## src/hw/rtl/opf_pkg.sv

```systemverilog
`timescale 1ns / 1ps
package opf_pkg;
  localparam int unsigned PacketBytesDefault = 4096;
  localparam int unsigned HeaderBytes = 27;
  localparam logic [31:0] CrcPoly = 32'h04C11DB7;

  typedef enum logic [1:0] {
    OP_PUSH  = 2'd0,
    OP_CLOSE = 2'd1,
    OP_PULL  = 2'd2,
    OP_NONE  = 2'd3
  } opcode_t;

  typedef enum logic [1:0] {
    ST_OK      = 2'd0,
    ST_TOO_LONG = 2'd1,
    ST_DRAINING = 2'd2
  } status_t;

  // controller -> datapath
  typedef struct packed {
    logic push;       // store byte at length
    logic close_ok;   // latch header, start crc walk
    logic discard;    // drop packet
    logic crc_step;   // absorb next page byte into crc
    logic crc_done;   // store crc
    logic pull;       // issue page byte to output stage
    logic pull_last;  // last byte: empty buffer
  } opf_cmd_t;

  // datapath -> controller
  typedef struct packed {
    logic full;
    logic walk_last;  // crc walk at final byte
    logic read_last;  // read position at final byte
  } opf_sts_t;

  function automatic logic [31:0] crc_byte(logic [31:0] c, logic [7:0] b);
    logic [31:0] r;
    r = c ^ {b, 24'd0};
    for (int k = 0; k < 8; k++) begin
      r = r[31] ? ((r << 1) ^ CrcPoly) : (r << 1);
    end
    return r;
  endfunction
endpackage

```

## src/hw/rtl/opf_stream_if.sv

```systemverilog
`timescale 1ns / 1ps
interface opf_in_if;
  logic        valid;
  logic        ready;
  logic [1:0]  opcode;
  logic [7:0]  data_byte;
  logic [2:0]  header_flags;
  logic [63:0] granule_position;
  logic [31:0] page_sequence;
  modport source(output valid, opcode, data_byte, header_flags, granule_position,
                 page_sequence, input ready);
  modport sink(input valid, opcode, data_byte, header_flags, granule_position,
               page_sequence, output ready);
endinterface

interface opf_out_if;
  logic       valid;
  logic       ready;
  logic       is_status;
  logic [7:0] page_byte;
  logic       end_of_page;
  logic [1:0] status;
  modport source(output valid, is_status, page_byte, end_of_page, status, input ready);
  modport sink(input valid, is_status, page_byte, end_of_page, status, output ready);
endinterface


```

## src/hw/rtl/opf_ctrl.sv

```systemverilog
`timescale 1ns / 1ps
module opf_ctrl (
  input  logic              clk,
  input  logic              rst_n,
  opf_in_if.sink            in_ch,
  opf_out_if.source         out_ch,
  output opf_pkg::opf_cmd_t cmd,
  input  opf_pkg::opf_sts_t sts,
  input  logic [7:0]        dp_byte
);
  typedef enum logic [2:0] {S_IDLE, S_WALK, S_WAIT1, S_WAIT2, S_FETCH} state_t;
  state_t     state_r;
  logic       draining_r;
  logic [1:0] err_r;
  logic       ov_r, is_status_r, eop_r;
  logic [1:0] status_r;
  logic [7:0] ob_r;

  logic acc;
  assign in_ch.ready = (state_r == S_IDLE) && !ov_r;
  assign acc = in_ch.valid && in_ch.ready;
  assign out_ch.valid = ov_r;
  assign out_ch.is_status = is_status_r;
  assign out_ch.page_byte = ob_r;
  assign out_ch.end_of_page = eop_r;
  assign out_ch.status = status_r;

  always_comb begin
    cmd = '0;
    if (acc) begin
      case (opf_pkg::opcode_t'(in_ch.opcode))
        opf_pkg::OP_PUSH:  cmd.push = !draining_r && !sts.full;
        opf_pkg::OP_CLOSE: begin
          cmd.close_ok = (err_r == opf_pkg::ST_OK);
          cmd.discard  = (err_r != opf_pkg::ST_OK);
        end
        opf_pkg::OP_PULL: begin
          cmd.pull = draining_r;
          cmd.pull_last = draining_r && sts.read_last;
        end
        default: ;
      endcase
    end
    if (state_r == S_WALK) begin
      cmd.crc_step = 1'b1;
    end
    if (state_r == S_WAIT2) cmd.crc_done = 1'b1;
  end

  always_ff @(posedge clk) begin
    if (!rst_n) begin
      state_r <= S_IDLE; draining_r <= 1'b0; err_r <= '0; ov_r <= 1'b0;
      is_status_r <= 1'b0; eop_r <= 1'b0; status_r <= '0; ob_r <= '0;
    end else begin
      if (ov_r && out_ch.ready) ov_r <= 1'b0;
      case (state_r)
        S_IDLE: if (acc) begin
          case (opf_pkg::opcode_t'(in_ch.opcode))
            opf_pkg::OP_PUSH: begin
              if (draining_r && err_r == opf_pkg::ST_OK) err_r <= opf_pkg::ST_DRAINING;
              else if (!draining_r && sts.full && err_r == opf_pkg::ST_OK)
                err_r <= opf_pkg::ST_TOO_LONG;
            end
            opf_pkg::OP_CLOSE: begin
              is_status_r <= 1'b1; eop_r <= 1'b0; ob_r <= '0; status_r <= err_r;
              if (err_r != opf_pkg::ST_OK) begin
                err_r <= opf_pkg::ST_OK; draining_r <= 1'b0; ov_r <= 1'b1;
              end else begin
                draining_r <= 1'b1; state_r <= S_WALK;
              end
            end
            opf_pkg::OP_PULL: if (draining_r) begin
              is_status_r <= 1'b0; status_r <= '0; eop_r <= sts.read_last;
              if (sts.read_last) draining_r <= 1'b0;
              state_r <= S_FETCH;
            end
            default: ;
          endcase
        end
        S_WALK: if (sts.walk_last) state_r <= S_WAIT1;
        S_WAIT1: state_r <= S_WAIT2;
        S_WAIT2: begin ov_r <= 1'b1; state_r <= S_IDLE; end
        S_FETCH: begin ob_r <= dp_byte; ov_r <= 1'b1; state_r <= S_IDLE; end
        default: state_r <= S_IDLE;
      endcase
    end
  end

  a_out_hold: assert property (@(posedge clk) disable iff (!rst_n)
    ov_r && !out_ch.ready |=> ov_r) else $error("result dropped");
  a_no_in_busy: assert property (@(posedge clk) disable iff (!rst_n)
    state_r != S_IDLE |-> !in_ch.ready) else $error("accept while busy");
  a_walk_drain: assert property (@(posedge clk) disable iff (!rst_n)
    state_r == S_WALK |-> draining_r) else $error("crc walk without page");
endmodule

```

## src/flat_wrapper.sv

```systemverilog
// flat-port wrapper written by rule: the top's interface ports become plain ports
module opf_ctrl_flat 
  (clk, rst_n, cmd, sts, dp_byte, in_ch_valid, in_ch_opcode, in_ch_data_byte, in_ch_header_flags, in_ch_granule_position, in_ch_page_sequence, in_ch_ready, out_ch_valid, out_ch_is_status, out_ch_page_byte, out_ch_end_of_page, out_ch_status, out_ch_ready);
  opf_in_if in_ch_i ();
  opf_out_if out_ch_i ();
  input  logic clk;
  input  logic rst_n;
  output opf_pkg::opf_cmd_t cmd;
  input  opf_pkg::opf_sts_t sts;
  input  logic [7:0] dp_byte;
  input wire logic [$bits(in_ch_i.valid)-1:0] in_ch_valid;
  input wire logic [$bits(in_ch_i.opcode)-1:0] in_ch_opcode;
  input wire logic [$bits(in_ch_i.data_byte)-1:0] in_ch_data_byte;
  input wire logic [$bits(in_ch_i.header_flags)-1:0] in_ch_header_flags;
  input wire logic [$bits(in_ch_i.granule_position)-1:0] in_ch_granule_position;
  input wire logic [$bits(in_ch_i.page_sequence)-1:0] in_ch_page_sequence;
  output wire logic [$bits(in_ch_i.ready)-1:0] in_ch_ready;
  output wire logic [$bits(out_ch_i.valid)-1:0] out_ch_valid;
  output wire logic [$bits(out_ch_i.is_status)-1:0] out_ch_is_status;
  output wire logic [$bits(out_ch_i.page_byte)-1:0] out_ch_page_byte;
  output wire logic [$bits(out_ch_i.end_of_page)-1:0] out_ch_end_of_page;
  output wire logic [$bits(out_ch_i.status)-1:0] out_ch_status;
  input wire logic [$bits(out_ch_i.ready)-1:0] out_ch_ready;
  assign in_ch_i.valid = in_ch_valid;
  assign in_ch_i.opcode = in_ch_opcode;
  assign in_ch_i.data_byte = in_ch_data_byte;
  assign in_ch_i.header_flags = in_ch_header_flags;
  assign in_ch_i.granule_position = in_ch_granule_position;
  assign in_ch_i.page_sequence = in_ch_page_sequence;
  assign in_ch_ready = in_ch_i.ready;
  assign out_ch_valid = out_ch_i.valid;
  assign out_ch_is_status = out_ch_i.is_status;
  assign out_ch_page_byte = out_ch_i.page_byte;
  assign out_ch_end_of_page = out_ch_i.end_of_page;
  assign out_ch_status = out_ch_i.status;
  assign out_ch_i.ready = out_ch_ready;
  opf_ctrl u_core (.clk(clk), .rst_n(rst_n), .in_ch(in_ch_i), .out_ch(out_ch_i), .cmd(cmd), .sts(sts), .dp_byte(dp_byte));
endmodule
```

## config.mk

```make
export PLATFORM = sky130hd
export DESIGN_NAME = opf_ctrl_flat
export DESIGN_NICKNAME = d
export VERILOG_FILES = /design/src/hw/rtl/opf_pkg.sv /design/src/hw/rtl/opf_stream_if.sv /design/src/hw/rtl/opf_ctrl.sv /design/src/flat_wrapper.sv
export SDC_FILE = /design/constraint.sdc
export NUM_CORES = 1
export LEC_CHECK = 0
export ABC_AREA = 0
export BUFFER_PORTS_ARGS = -buffer_cell sky130_fd_sc_hd__buf_4
export CORE_MARGIN = 2
export CORE_UTILIZATION = 32
export DETAILED_ROUTE_END_ITERATION = 6
export GPL_ROUTABILITY_DRIVEN = 0
export PLACE_DENSITY = 0.85
export SYNTH_ARGS = -nofsm -noshare
export SYNTH_HDL_FRONTEND = slang
export SYNTH_SLANG_ARGS = --single-unit
```

## constraint.sdc

```tcl
create_clock -name clk -period 2.8 [get_ports clk]
set_clock_uncertainty 0.1 [all_clocks]
set_input_delay 0.28 -clock clk [delete_from_list [all_inputs] [get_ports clk]]
set_output_delay 0.28 -clock clk [all_outputs]
set_load 0.05 [all_outputs]
```

==> impl_metrics.toml, run 1 <==
[status]
status = "complete, no violations"

[setup_path]
crit_arrival_ns = 2.04
cp_num_buf_inv = 1
critical_path.max_fanout = 10
slowest_delay_ns = 0.49
path_cells = "or3_1 > or3_4 > nor2_1 > buf_4"
r2r_setup_slack_ns = 1.01
startpoint_type = "flop"
required_ns = 2.42
cp_slowest_cell = "or3_1"
rr_startpoint = "u_core.state_r[1]"
reg2reg_depth = 3
endpoint_kind = "output pin"
crit_type = "flop to output pin"
worstReg2RegEnd = "u_core.state_r[2]"
cp_top_family = "simple AND/OR/NAND/NOR gates"

[clocking]
cts_root_buf = "clkbuf_4"
cts_tree = "built"
clock-sinks = 19
clkLatencyLatePin_ns = 0.30
cts_resized = 0
cts_buffers = 3
htree_levels = 1
postCtsSetupBuffers = 0
cts_hold_buf = 0
clkTransAtPathRegs_ns = 0.11
cts.path.max_buffers = 2

[die]
dieWidth_um = 60.5
rows = 20
start_util = 0.335
dieArea_um2 = 3660
ioPinCount = 145
die_h_um = 60.5
coreArea_um2 = 3050

[sta]
relSlewSlack = 0.612
fin_ws_ns = 0.384
fin_crit_sh = 0.863
fin_crit_ns = 2.42
tightest_slew_ns = 0.580
hold_violations = 0
report.final.slew_viol_count = 0
rsz0062_at_grt = "false"
finalSetupTns_ns = 0
fmax_mhz = 414
setup_viol = 0

[global_route]
grt.overflow.total = 0
antenna_found_initial = 0
grt.total_usage = 0.151
grt_max_degree = 16
grt_pass1_wl_um = 4150
grt_pass1_vias = 885

[power]
p_leak_nw = 0.580
p_per_area_nw_per_um2 = 399
ir_drop_v = 0.000241

[yosys]
ys_warn_count = 0
synthCells = 112
synth_nets = 239
synth.avg_cell_area_um2 = 9.13
ys_async_sr_fraction = 0
synth_edf_count = 0
netlist_area_um2 = 1020
ys.flop_type = "dfxtp_1"
synth-seq-cells = 19
ys_types = 38
synth_seq_area_share = 0.372

[finish]
n_fill_cell = 320
nets = 275
utilization = 0.450
antenna_cells = 0
regArea_um2 = 380
area_growth_syn_to_layout_pct = 34.3
multiInputGateArea_um2 = 598
instances_no_fill = 191
final_cell_area_um2 = 1370
drive_gt1_frac = 0.354

[route]
wire_per_inst_um = 14.0
wirelength_um = 2670
ant_nets = 0
drt_iter0_markers = 47
route.vias.total = 997
drc = 0
first_pass_iters = 4
routed_via_density = 5.22

[flow_run]
maxCapViolations = 0

[hold_path]
min_from = "sts[2]"
min_to = "u_core.err_r[0]"
min_path_type = "input pin to flop"
whs_path_depth = 3

[placement]
dp_cells = 187
io_buffers = 37
place_hpwl_um = 1980
preCtsSetupSlack_ns = 0.735
placed_area_um2 = 1350
logic make-up (layout without fill, tap and decap cells):
| group | count (synthesis) | in the layout | synth area share |
|---|---|---|---|
| and+or+nand+nor | 44 | 44 | 0.284 |
| buffers and inverters | 13 | 48 | 0.0636 |
| AOI/OAI and AO/OA | 33 | 33 | 0.244 |
| adders and majority gates | 3 | 3 | 0.0367 |
| DFF | 19 | 19 | 0.372 |
flip-flops by register name (all words and copies together), names as in the netlist:
register                   count
u_core.state_r                 3
u_core.out_ch.valid            1
u_core.out_ch.is_status        1
u_core.out_ch.page_byte        8
u_core.out_ch.status           2
u_core.out_ch.end_of_page      1
u_core.draining_r              1
u_core.err_r                   2
metrics by stage:
step | power, mW | hold slack [ns]
detailed placement | 0.412 | 0.390
floorplan | 0.375 | 0.340
CTS | 0.549 | 0.163
global placement | 0.410 | 0.383
finish | 0.547 | 0.165
global route | 0.573 | 0.161
worst max-delay path by stage:
stage | start | to | slack (ns) | depth (start not counted)
floorplan | u_core.out_ch.valid | cmd[6] | 0.13 | 3
global placement | u_core.state_r[1] | cmd[0] | 0.74 | 4
detailed placement | u_core.state_r[1] | cmd[0] | 0.73 | 4
CTS | u_core.state_r[1] | cmd[0] | 0.39 | 4
global route | u_core.state_r[1] | cmd[0] | 0.33 | 4
finish | u_core.state_r[1] | cmd[0] | 0.38 | 4
Yosys cell counts, types with 2 or more instances:
library cell | count | area share
a32o_1 | 3 | 0.029
nand2b_1 | 3 | 0.018
buf_6 | 2 | 0.022
dfxtp_1 | 19 | 0.37
ha_1 | 3 | 0.037
nand2_1 | 6 | 0.022
o21a_1 | 2 | 0.015
nor2b_1 | 3 | 0.018
inv_1 | 5 | 0.018
clkbuf_1 | 4 | 0.015
nor3_1 | 3 | 0.015
nor2_1 | 5 | 0.018
a21oi_1 | 9 | 0.044
a22oi_1 | 8 | 0.059
o41ai_1 | 2 | 0.017
nor4_1 | 2 | 0.012
o311ai_0 | 2 | 0.017
nand3b_1 | 11 | 0.081
per-layer routing:
metal | vias to the layer above | GRT usage | share of wire
met1 | 459 | 0.211 | 0.46
met2 | 32 | 0.238 | 0.48
li1 | 501 | - | -
met5 | - | 0 | 0
met4 | 0 | 0.0745 | 0.020
met3 | 5 | 0.0107 | 0.043
report_power, final:
| part | leakage, nW | internal, mW | total [mW] | switching, mW |
|---|---|---|---|---|
| clock | 0.0177 | 0.0533 | 0.141 | 0.0881 |
| combinational | 0.408 | 0.0487 | 0.120 | 0.0712 |
| sequential | 0.154 | 0.276 | 0.286 | 0.0102 |
| total | 0.580 | 0.378 | 0.547 | 0.169 |
final cells by class:
cell class,instances,share of cell area
tap,44,0.0401
multi-input combinational,80,0.436
timing repair buffer,39,0.213
sequential,19,0.277
inverter,5,0.0137
clock inverter,1,0.00365
clock buffer,3,0.0164
worst min-delay path, cell delays in order:
cell,delay [ns]
buf_4,0.12
nand3b_1,0.07
o41ai_1,0.06
layout by cell type (no fill, tap or decap), types with 3 or more instances in the layout:
master | Yosys | routed
a21oi_1 | 9 | 9
nor2b_1 | 3 | 3
inv_1 | 5 | 5
buf_4 | 0 | 39
a32o_1 | 3 | 3
nand3b_1 | 11 | 11
nand2b_1 | 3 | 3
nand2_1 | 6 | 6
a22oi_1 | 8 | 8
dfxtp_1 | 19 | 19
nor2_1 | 5 | 5
nor3_1 | 3 | 3
ha_1 | 3 | 3
clkbuf_4 | 0 | 3
No activity file was read; power rests on OpenSTA's default activity.
==> inputs of run 2 (changes only) <==
Settings changed: GPL_TIMING_DRIVEN from default to 0.
==> run 2 against run 1 <==
Against the previous run: total power up 1.4%; die area unchanged; utilization up 0.98 points; cell count up 3.1%; global-route usage up 0.21 points; non-clock buffer count up 6; via count down 0.40%; sequential cell count unchanged; combinational power up 11%; largest cell class unchanged.
==> impl_metrics.toml, run 2 (synthesized netlist as in run 1, its figures left out) <==
[global_route]
antenna_found_initial = 0
grt_pass1_wl_um = 4220
grt_pass1_vias = 890
grt.overflow.total = 0
grt_max_degree = 11
grt.total_usage = 0.154

[setup_path]
r2r_setup_slack_ns = 1.02
startpoint_type = "flop"
critical_path.max_fanout = 10
slowest_delay_ns = 0.41
crit_type = "flop to output pin"
reg2reg_depth = 5
rr_startpoint = "u_core.state_r[1]"
crit_arrival_ns = 2.05
path_cells = "buf_2 > or3_1 > buf_6 > or3_4 > nor2_1 > buf_4"
required_ns = 2.42
endpoint_kind = "output pin"
worstReg2RegEnd = "u_core.state_r[2]"
cp_slowest_cell = "or3_4"

[sta]
tightest_slew_ns = 0.606
rsz0062_at_grt = "false"
hold_violations = 0
fin_crit_sh = 0.866
report.final.slew_viol_count = 0
holdWs_ns = 0.171
relSlewSlack = 0.594
setup_viol = 0
finalSetupTns_ns = 0
fmax_mhz = 412
fin_crit_ns = 2.43

[clocking]
clock-sinks = 19
cts_buffers = 3
cts_root_buf = "clkbuf_4"
cts.path.max_buffers = 2
cts_tree = "built"
cts_hold_buf = 0
postCtsSetupBuffers = 0
clkTransAtPathRegs_ns = 0.10
clkLatencyLatePin_ns = 0.30
cts_resized = 0
htree_levels = 1

[status]
status = "complete, no violations"

[die]
dieWidth_um = 60.5
rows = 20
die_h_um = 60.5
coreArea_um2 = 3050
ioPinCount = 145
start_util = 0.335
dieArea_um2 = 3660

[finish]
area_growth_syn_to_layout_pct = 37.2
largest_register_ffs = 8
final_cell_mix = "buf_4 (37), dfxtp_1 (19), nand3b_1 (11), a21oi_1 (9), a22oi_1 (8)"
antenna_cells = 0
drive_gt1_frac = 0.340
final_cell_area_um2 = 1400
final_common_cell = "buf_4"
nets = 281

[hold_path]
whs_path_depth = 3
min_path_type = "input pin to flop"
min_to = "u_core.state_r[1]"
min_from = "sts[1]"

[route]
route.vias.total = 993
drc = 0
wirelength_um = 2670
drt_iter0_markers = 47
ant_nets = 0
first_pass_iters = 4
routed_via_density = 5.04
wire_per_inst_um = 13.5

[flow_run]
maxCapViolations = 0

[placement]
io_buffers = 37
placed_area_um2 = 1380
place_hpwl_um = 2020

[power]
p_leak_nw = 0.591
p_per_area_nw_per_um2 = 396
ir_drop_v = 0.000247
-- run 2: changes by cell type in the layout (fill, tap and decap cells not counted) --
cell      change
clkinv_2      -1
buf_6         +2
buf_1         +1
clkbuf_1      +5
buf_4         -2
buf_2         +1
-- run 2: routing by layer --
metal | global-route usage | wire length (um) | share of wire | vias up
li1 | - | - | - | 506
met1 | 0.224 | 1270 | 0.48 | 453
met2 | 0.227 | 1240 | 0.46 | 30
met3 | 0.0213 | 110 | 0.041 | 4
met4 | 0.0652 | 47 | 0.018 | 0
met5 | 0 | 0 | 0 | -
-- run 2: area by class of cell --
cell class | count | area, um2
Timing Repair Buffer | 37 | 278
Tap cell | 44 | 55.1
Multi-Input combinational cell | 80 | 598
Sequential cell | 19 | 380
Buffer | 8 | 46.3
Inverter | 5 | 18.8
Clock buffer | 4 | 26.3
Fill cell | 330 | 1650
-- run 2: how the worst max path moves through the flow --
stage	startpoint	end	slack, ns	depth (start not counted)
6_report	u_core.state_r[1]	cmd[0]	0.37	6
5_1_grt	u_core.state_r[1]	cmd[0]	0.29	6
4_1_cts	u_core.state_r[1]	cmd[0]	0.36	6
3_5_place_dp	u_core.state_r[1]	cmd[0]	0.72	6
3_3_place_gp	u_core.state_r[1]	cmd[0]	0.73	6
2_1_floorplan	u_core.out_ch.valid	cmd[6]	0.13	3
-- run 2: through the flow --
| stage | util | std cells | worst slack [ns] | total power [mW] |
|---|---|---|---|---|
| floorplan | - | 112 | 0.126 | 0.375 |
| global placement | 0.451 | 193 | 0.731 | 0.419 |
| detailed placement | 0.451 | 193 | 0.717 | 0.420 |
| CTS | 0.459 | 197 | 0.359 | 0.559 |
| global route | 0.459 | 197 | 0.295 | 0.579 |
| finish | 0.459 | 197 | 0.374 | 0.555 |
-- run 2: critical path: cells and delay by family, from the launching register on --
kind | cells | cell delay, ns
DFF | 1 | 0.31
and+or+nand+nor | 3 | 0.89
buffers and inverters | 3 | 0.55
-- run 2: power breakdown --
group	internal (mW)	leakage [nW]	total, mW	switching [mW]
clock	0.0555	0.0150	0.141	0.0857
combinational	0.0558	0.422	0.133	0.0772
sequential	0.276	0.154	0.281	0.00511
total	0.387	0.591	0.555	0.168
==> inputs of run 3 (changes only) <==
Settings changed: ABC_AREA 0 to 1, PLACE_DENSITY 0.85 to 0.86.
==> run 3 against run 2 <==
Against the previous run: non-clock buffer count down 7; count of clock-buffer cells in the layout down 1; largest cell class unchanged; cell count up 12%; clock power down 4%; critical path type unchanged; global-route usage down 1.3 points; die area down 2.7%; largest power group is now combinational cells.
==> impl_metrics.toml, run 3 <==
[yosys]
synth_top_family_by_area = "simple AND/OR/NAND/NOR gates"
synth.avg_cell_area_um2 = 6.75
synth_fa_ha_area_frac = 0.0378
synth-seq-cells = 19
synth_area_leaders = "dfxtp_1 (38%), nand2_1 (18%), a21oi_1 (8.1%), inv_1 (7.2%), nor2_1 (4.9%)"
synth.largest_area_cell = "dfxtp_1"
synth_xor_area_frac = 0
ys_async_sr_fraction = 0
synth_nets = 274
synth_compound_area_frac = 0.115
synth.area.mux_share = 0
synth_most_common_cell = "nand2_1"
synth_seq_area_share = 0.383
synthCells = 147
ys.flop_type = "dfxtp_1"
synthTopCellsByCount = "nand2_1 (47), dfxtp_1 (19), inv_1 (19)"
synth_edf_count = 0
ys_warn_count = 0
yosys.area_share.simple = 0.381
synth_top_area_share = 0.383
netlist_area_um2 = 992
ys_types = 20

[sta]
tightest_slew_ns = 0.486
fmax_mhz = 483
finalSetupTns_ns = 0
fin_crit_ns = 2.07
rsz0062_at_grt = "false"
relSlewSlack = 0.676
hold_violations = 0
setup_viol = 0
report.final.slew_viol_count = 0
fin_crit_sh = 0.739
fin_ws_ns = 0.730

[finish]
regArea_um2 = 380
final_cell_mix = "nand2_1 (47), buf_4 (37), inv_1 (19), dfxtp_1 (19), a21oi_1 (16)"
nets = 316
n_fill_cell = 318
drive_gt1_frac = 0.261
multiInputGateArea_um2 = 529
area_growth_syn_to_layout_pct = 34.9
largest_register_ffs = 8
utilization = 0.446
final_common_cell = "nand2_1"
antenna_cells = 0

[power]
clock_power_share = 0.166
p_int_mw = 0.463
combPwrFrac = 0.455
ir_drop_v = 0.000325
swShare = 0.437
net-switching-power_mw = 0.359
pwr-share-seq = 0.379
p_per_area_nw_per_um2 = 614
p_leak_nw = 0.662

[route]
wire_per_inst_um = 10.9
drc = 0
route.vias.total = 1041
ant_nets = 0
first_pass_iters = 4
drt_iter0_markers = 24
wirelength_um = 2410
routed_via_density = 4.71

[setup_path]
reg2reg_depth = 6
required_ns = 2.42
rr_startpoint = "u_core.state_r[1]"
endpoint_kind = "output pin"
startpoint_type = "flop"
cp-endpoint = "cmd[4]"
crit_type = "flop to output pin"
worstReg2RegEnd = "u_core.out_ch.status[0]"
cp-startpoint = "u_core.state_r[1]"
crit_arrival_ns = 1.69
r2r_setup_slack_ns = 1.27
critical_path.max_fanout = 10

[clocking]
clkTransAtPathRegs_ns = 0.12
clkLatencyLatePin_ns = 0.29
cts.path.max_buffers = 2
cts_resized = 0
clock-sinks = 19
htree_levels = 1
cts_root_buf = "clkbuf_4"
cts_hold_buf = 0
cts_tree = "built"
cts_buffers = 3
postCtsSetupBuffers = 0

[die]
rows = 20
dieWidth_um = 59.7
ioPinCount = 145
coreArea_um2 = 3000
die_h_um = 59.7
dieArea_um2 = 3560
start_util = 0.330

[global_route]
grt_max_degree = 12
use_met1 = 0.180
grt_pass1_vias = 937
gr-usage-met2 = 0.244
busiest_layer = "met2"
grt_pass1_wl_um = 3880
grt.overflow.total = 0
antenna_found_initial = 0
grt.total_usage = 0.141
grt_use_met3 = 0.0325

[hold_path]
min_from = "dp_byte[4]"
min_path_type = "input pin to flop"

[placement]
place_hpwl_um = 1900
preCtsSetupSlack_ns = 1.06
io_buffers = 37

[status]
status = "complete, no violations"

[flow_run]
maxCapViolations = 0
run 3: worst min-delay path by stage:
stage                                            end  slack (ns)  depth (start not counted)
after global placement    u_core.out_ch.page_byte[1]        0.35                          2
after global routing      u_core.out_ch.page_byte[5]        0.13                          3
after CTS                 u_core.out_ch.page_byte[5]        0.13                          3
after detailed placement  u_core.out_ch.page_byte[4]        0.36                          2
final                     u_core.out_ch.page_byte[4]        0.13                          3
after floorplan                    u_core.state_r[0]        0.30                          2
run 3: layout make-up:
class                           count  area share
Inverter                           21      0.0589
Tap cell                           33      0.0308
Sequential cell                    19       0.284
Buffer                              1     0.00280
Timing Repair Buffer               37       0.207
Clock buffer                        3      0.0168
Clock inverter                      1     0.00374
Multi-Input combinational cell    106       0.395
run 3: per-stage QoR:
stage | std cells | hold slack (ns) | cell area (um2) | power [mW]
6_report | 221 | 0.133 | 1340 | 0.822
4_1_cts | 221 | 0.131 | 1340 | 0.827
2_1_floorplan | 147 | 0.301 | 992 | 0.594
5_1_grt | 221 | 0.128 | 1340 | 0.872
3_5_place_dp | 217 | 0.356 | 1310 | 0.691
3_3_place_gp | 217 | 0.350 | 1310 | 0.687
run 3: critical path, stage by stage, from the launching register on:
cell	delay, ns
dfxtp_1	0.39
nor2_4	0.17
nand2_4	0.10
nor3_4	0.31
nand2_1	0.17
inv_1	0.08
buf_4	0.19
run 3: layer usage:
layer	routed length, um	vias up
li1	-	548
met2	1180	24
met4	11	0
met5	0	-
met1	1100	467
met3	120	2
run 3: cell families after synthesis:
kind of cell               Yosys count
DFF                                 19
AOI/OAI and AO/OA                   22
and+or+nand+nor                     81
buffers and inverters               22
adders and majority gates            3
run 3: power groups by stage:
stage               combinational, mW  sequential, mW  clock, mW
floorplan                       0.256           0.338          0
global placement                0.370           0.317          0
detailed placement              0.373           0.318          0
CTS                             0.375           0.312      0.141
global route                    0.408           0.315      0.149
finish                          0.374           0.312      0.136
